==> config.mk <==
export PLATFORM = sky130hd
export DESIGN_NAME = timestamp_replay_guard_core
export DESIGN_NICKNAME = d
export VERILOG_FILES = /design/src/hw/rtl/tsrg_pkg.sv /design/src/hw/rtl/timestamp_replay_guard_core.sv /design/src/hw/rtl/tsrg_cell.sv
export SDC_FILE = /design/constraint.sdc
export NUM_CORES = 2
export LEC_CHECK = 0
export ABC_AREA = 1
export CELL_PAD_IN_SITES_DETAIL_PLACEMENT = 2
export CELL_PAD_IN_SITES_GLOBAL_PLACEMENT = 2
export CORE_ASPECT_RATIO = 1.2
export CORE_MARGIN = 8
export CORE_UTILIZATION = 33
export DETAILED_ROUTE_END_ITERATION = 8
export DONT_BUFFER_PORTS = 1
export PLACE_DENSITY = 0.63
export SKIP_CTS_REPAIR_TIMING = 1
export SLEW_MARGIN = 25
export SYNTH_ARGS = -nofsm -noshare
export SYNTH_HDL_FRONTEND = slang
export SYNTH_HIERARCHICAL = 1
export SYNTH_SLANG_ARGS = --single-unit
==> constraint.sdc <==
create_clock -name clk_i -period 78.6 [get_ports clk_i]
set_input_delay 11.79 -clock clk_i [delete_from_list [all_inputs] [get_ports clk_i]]
set_output_delay 11.79 -clock clk_i [all_outputs]
set_load 0.01 [all_outputs]
==> src/hw/rtl/tsrg_pkg.sv <==
// Shared types and constants for the timestamp replay guard.
`default_nettype none

package tsrg_pkg;

  localparam int unsigned Depth    = 32;
  localparam int unsigned SecW     = 32;
  localparam int unsigned UsecW    = 20;
  localparam int unsigned VerdictW = 3;
  localparam int unsigned InDataW  = 56;
  localparam int unsigned OutDataW = 8;

  typedef enum logic [VerdictW-1:0] {
    VERDICT_NEWER  = 3'd0,
    VERDICT_REPLAY = 3'd1,
    VERDICT_OLDER  = 3'd2,
    VERDICT_SKEW   = 3'd3,
    VERDICT_STORED = 3'd4
  } verdict_e;

  typedef enum logic {
    KIND_CHECK = 1'b0,
    KIND_ADD   = 1'b1
  } kind_e;

  typedef struct packed {
    logic [SecW-1:0]  sec;
    logic [UsecW-1:0] usec;
  } stamp_t;

  typedef struct packed {
    logic newer;
    logic match;
    logic below_oldest;
  } cell_flags_t;

endpackage

`default_nettype wire

==> src/hw/rtl/timestamp_replay_guard_core.sv <==
// Top level of the timestamp replay guard: cell chain, sequencer and result register.
`default_nettype none

// The backlog is a chain of Depth cells, newest in cell 0; an add beat shifts
// every cell one place on, so the oldest entry drops off the end once full.
// An add answers "stored". A check registers the probe on accept; in ST_EVAL
// each cell compares it with its entry and registers its flags, and
// ST_RESOLVE combines the flags into the verdict, waiting for a free output.
// A new beat is taken once the previous result is taken or is being taken.
// No clearing pass is needed after reset.
module timestamp_replay_guard_core
  import tsrg_pkg::*;
(
  input  wire logic                clk_i,
  input  wire logic                rst_ni,
  input  wire logic                s_axis_tvalid_i,
  output logic                     s_axis_tready_o,
  input  wire logic [InDataW-1:0]  s_axis_tdata_i,   // stamp_sec[31:0], stamp_usec[51:32]
  input  wire logic                s_axis_tuser_i,   // kind
  output logic                     m_axis_tvalid_o,
  input  wire logic                m_axis_tready_i,
  output logic [OutDataW-1:0]      m_axis_tdata_o    // verdict[2:0]
);

  typedef enum logic [2:0] {
    ST_IDLE    = 3'b001,
    ST_EVAL    = 3'b010,
    ST_RESOLVE = 3'b100
  } state_e;

  state_e      state_d, state_q;
  stamp_t      probe_d, probe_q;
  stamp_t      in_stamp;
  logic        in_fire;
  logic        out_free;
  logic        shift;
  logic        out_valid_d, out_valid_q;
  verdict_e    verdict_d, verdict_q;
  verdict_e    check_verdict;
  logic        any_match, any_below;

  stamp_t      chain_stamp [Depth];
  logic        chain_valid [Depth];
  cell_flags_t cell_flags  [Depth];

  assign in_stamp.sec  = s_axis_tdata_i[SecW-1:0];
  assign in_stamp.usec = s_axis_tdata_i[SecW+UsecW-1:SecW];

  assign out_free        = !out_valid_q || m_axis_tready_i;
  assign s_axis_tready_o = (state_q == ST_IDLE) && out_free;
  assign in_fire         = s_axis_tvalid_i && s_axis_tready_o;
  assign shift           = in_fire && (s_axis_tuser_i == KIND_ADD);

  for (genvar i = 0; i < Depth; i++) begin : g_cell
    stamp_t cell_stamp_in;
    logic   cell_valid_in;
    logic   cell_next_valid;

    if (i == 0) begin : g_head
      assign cell_stamp_in = in_stamp;
      assign cell_valid_in = 1'b1;
    end else begin : g_body
      assign cell_stamp_in = chain_stamp[i-1];
      assign cell_valid_in = chain_valid[i-1];
    end

    if (i == Depth - 1) begin : g_tail
      assign cell_next_valid = 1'b0;
    end else begin : g_inner
      assign cell_next_valid = chain_valid[i+1];
    end

    tsrg_cell u_cell (
      .clk_i        (clk_i),
      .rst_ni       (rst_ni),
      .shift_i      (shift),
      .stamp_i      (cell_stamp_in),
      .valid_i      (cell_valid_in),
      .next_valid_i (cell_next_valid),
      .probe_i      (probe_q),
      .stamp_o      (chain_stamp[i]),
      .valid_o      (chain_valid[i]),
      .flags_o      (cell_flags[i])
    );
  end

  always_comb begin
    any_match = 1'b0;
    any_below = 1'b0;
    for (int i = 0; i < Depth; i++) begin
      any_match = any_match | cell_flags[i].match;
      any_below = any_below | cell_flags[i].below_oldest;
    end
    if (cell_flags[0].newer) begin
      check_verdict = VERDICT_NEWER;
    end else if (any_match) begin
      check_verdict = VERDICT_REPLAY;
    end else if (any_below) begin
      check_verdict = VERDICT_OLDER;
    end else begin
      check_verdict = VERDICT_SKEW;
    end
  end

  always_comb begin
    state_d     = state_q;
    probe_d     = probe_q;
    verdict_d   = verdict_q;
    out_valid_d = out_valid_q && !m_axis_tready_i;
    case (state_q)
      ST_IDLE: begin
        if (in_fire) begin
          if (s_axis_tuser_i == KIND_ADD) begin
            verdict_d   = VERDICT_STORED;
            out_valid_d = 1'b1;
          end else begin
            probe_d = in_stamp;
            state_d = ST_EVAL;
          end
        end
      end
      ST_EVAL: begin
        state_d = ST_RESOLVE;
      end
      ST_RESOLVE: begin
        if (out_free) begin
          verdict_d   = check_verdict;
          out_valid_d = 1'b1;
          state_d     = ST_IDLE;
        end
      end
      default: begin
        state_d = ST_IDLE;
      end
    endcase
  end

  always_ff @(posedge clk_i or negedge rst_ni) begin
    if (!rst_ni) begin
      state_q     <= ST_IDLE;
      out_valid_q <= 1'b0;
    end else begin
      state_q     <= state_d;
      out_valid_q <= out_valid_d;
    end
  end

  always_ff @(posedge clk_i) begin
    probe_q   <= probe_d;
    verdict_q <= verdict_d;
  end

  assign m_axis_tvalid_o = out_valid_q;
  assign m_axis_tdata_o  = {{(OutDataW-VerdictW){1'b0}}, verdict_q};

endmodule

`default_nettype wire

==> src/hw/rtl/tsrg_cell.sv <==
// One backlog cell: holds a timestamp, shifts it on, and compares it with the probe.
`default_nettype none

module tsrg_cell
  import tsrg_pkg::*;
(
  input  wire logic        clk_i,
  input  wire logic        rst_ni,
  input  wire logic        shift_i,
  input  wire stamp_t      stamp_i,
  input  wire logic        valid_i,
  input  wire logic        next_valid_i,
  input  wire stamp_t      probe_i,
  output stamp_t           stamp_o,
  output logic             valid_o,
  output cell_flags_t      flags_o
);

  stamp_t      stamp_q;
  logic        valid_q;
  cell_flags_t flags_d, flags_q;

  always_ff @(posedge clk_i or negedge rst_ni) begin
    if (!rst_ni) begin
      valid_q <= 1'b0;
    end else if (shift_i) begin
      valid_q <= valid_i;
    end
  end

  always_ff @(posedge clk_i) begin
    if (shift_i) begin
      stamp_q <= stamp_i;
    end
  end

  always_comb begin
    flags_d.newer = !valid_q || (probe_i.sec > stamp_q.sec) ||
                    ((probe_i.sec == stamp_q.sec) && (probe_i.usec > stamp_q.usec));
    flags_d.match = valid_q && (probe_i.sec == stamp_q.sec) &&
                    (probe_i.usec == stamp_q.usec);
    flags_d.below_oldest = valid_q && !next_valid_i && (probe_i.sec < stamp_q.sec);
  end

  always_ff @(posedge clk_i or negedge rst_ni) begin
    if (!rst_ni) begin
      flags_q <= '0;
    end else begin
      flags_q <= flags_d;
    end
  end

  assign stamp_o = stamp_q;
  assign valid_o = valid_q;
  assign flags_o = flags_q;

endmodule

`default_nettype wire

==> results.cfg <==
[power_and_ir_drop]
p_per_area_mw_per_mm2 = 24.8
finalPower_mw = 2.73
p_leak_nw = 51.2
peakVddDrop_uv = 19.9

[run]
cap_violations = 0

[sta]
fin_tns_setup_ns = 0
setup_viol = 0
slew_headroom = 0.271
period_share = 0.305
max_clock_freq_mhz = 41.7
grt_setup_unrepaired = false
finClkSkew_ns = 0.0509
min_period_ns = 24.00
slew_violations = 0
worstMarginPinSlew_ns = 1.09
hold_viol_final = 0
fin_ws_ns = 54.60

[final_layout]
layoutNonFillerInstCount = 13100
fill_cells = 31000
area_delta_synth_final_pct = 12.4
final_common_cell = inv_1
drive_gt1_frac = 0.0820
final_cell_mix = inv_1 (2,167), edfxtp_1 (1,719), ha_1 (1,664)
seqCellArea_mm2 = 0.0541
multiInputGateArea_mm2 = 0.0356
fin_nets = 10800

[worst_hold_path]
min_from = g_cell[27].u_cell/stamp_o[7]
hp-class = reg -> reg
whs_path_depth = 0
min_to = g_cell[28].u_cell/stamp_o[7]

[detailed_routing]
drc = 0
first_pass_iters = 5
ant_nets = 0
wire_per_inst_um = 18.0
num_vias = 59100
initialDrtViolationCount = 1915
wirelength_mm = 235
vias_per_cell = 4.51

[worst_setup_path]
worstPathRequired_ns = 66.81
worstSetupPathType = in -> out
rr_startpoint = state_q[0]
worst-path-max-fanout = 4
critPathLaunchType = primary input
critPathArrivalTime_ns = 12.21
reg2reg_slack_ns = 73.45
endpoint_kind = primary output
rr_endpoint = g_cell[19].u_cell/stamp_o[38]
reg2regPathDepth = 8

[grt]
antenna_found_initial = 2
grt_pass1_wl_mm = 367
grt_usage = 0.148
grt_max_degree = 175
grt_pass1_vias = 68200
grt_overflow = 0

[clocking]
cts_htree_levels = 4
clk_root_buffer_cell = clkbuf_16
worstSkewPairLatency_ns = 0.87
cts_buffers = 214
path_clk_slew_ns = 0.06
cts_tree = done
clock_path_buffers = 4
clock-sinks = 1820

[floorplanning]
start_util = 0.331
num_rows = 219
die_w_um = 513
core_area_mm2 = 0.296
io_pins = 71
die_area_mm2 = 0.315
die_h_um = 613

[placement]
dp_slack_ns = 54.60
io_buffer_count = 0
dp_cells = 12700
dpl.hpwl_mm = 178
gp_congestion = 0.748

[synthesis]
avgSynthCellArea_um2 = 11.1
netlist_instances = 8787
syn_area_mm2 = 0.0979
yosysWarnings = 6

[status]
outcome = finished, final reports clean
## final cells by class
class | instances | area share
Tap cell | 3867 | 0.0440
Multi-Input combinational cell | 4797 | 0.324
Sequential cell | 1820 | 0.492
Timing Repair Buffer | 74 | 0.00559
Clock inverter | 91 | 0.00758
Antenna cell | 1 | 0.0000227
Inverter | 2170 | 0.0740
Clock buffer | 290 | 0.0531
## sequential cells by signal (all words and copies together) (netlist names)
name / flops
m_axis_tvalid_o: 1
verdict_q: 3
g_cell.u_cell/flags_o: 65
probe_q: 52
state_q: 3
g_cell.u_cell/stamp_o: 1664
g_cell.u_cell/valid_o: 32
## layer usage
| layer | wire, um | up-vias | track usage |
|---|---|---|---|
| li1 | - | 28700 | - |
| met1 | 87500 | 29500 | 0.151 |
| met2 | 132000 | 500 | 0.301 |
| met3 | 6050 | 389 | 0.0195 |
| met4 | 9990 | 0 | 0.0566 |
| met5 | 0 | - | 0 |
## metrics by stage
| step | cell area, um2 | hold slack (ns) | util |
|---|---|---|---|
| floorplan | 98000 | 0.426 | - |
| global placement | 103000 | 0.428 | 0.349 |
| detailed placement | 103000 | 0.435 | 0.349 |
| CTS | 110000 | 0.403 | 0.372 |
| global route | 110000 | 0.417 | 0.372 |
| finish | 110000 | 0.407 | 0.372 |
## critical path, stage by stage
cell and delay, ns:
or2_1 0.27, inv_1 0.09, nor2_2 0.06
## power by group
group	switching, mW	internal, mW
clock	0.409	0.566
combinational	0.332	0.151
sequential	0.0552	1.22
total	0.796	1.94
## how the worst max path moves through the flow
stage,startpoint,to,slack [ns],cells after the start
floorplan,m_axis_tready_i,g_cell[0].u_cell/valid_o,18.70,6
global placement,m_axis_tready_i,s_axis_tready_o,54.61,3
detailed placement,m_axis_tready_i,s_axis_tready_o,54.60,3
finish,m_axis_tready_i,s_axis_tready_o,54.60,3
CTS,m_axis_tready_i,s_axis_tready_o,54.60,3
global route,m_axis_tready_i,s_axis_tready_o,54.56,3
(Power assumes the default switching activity.)
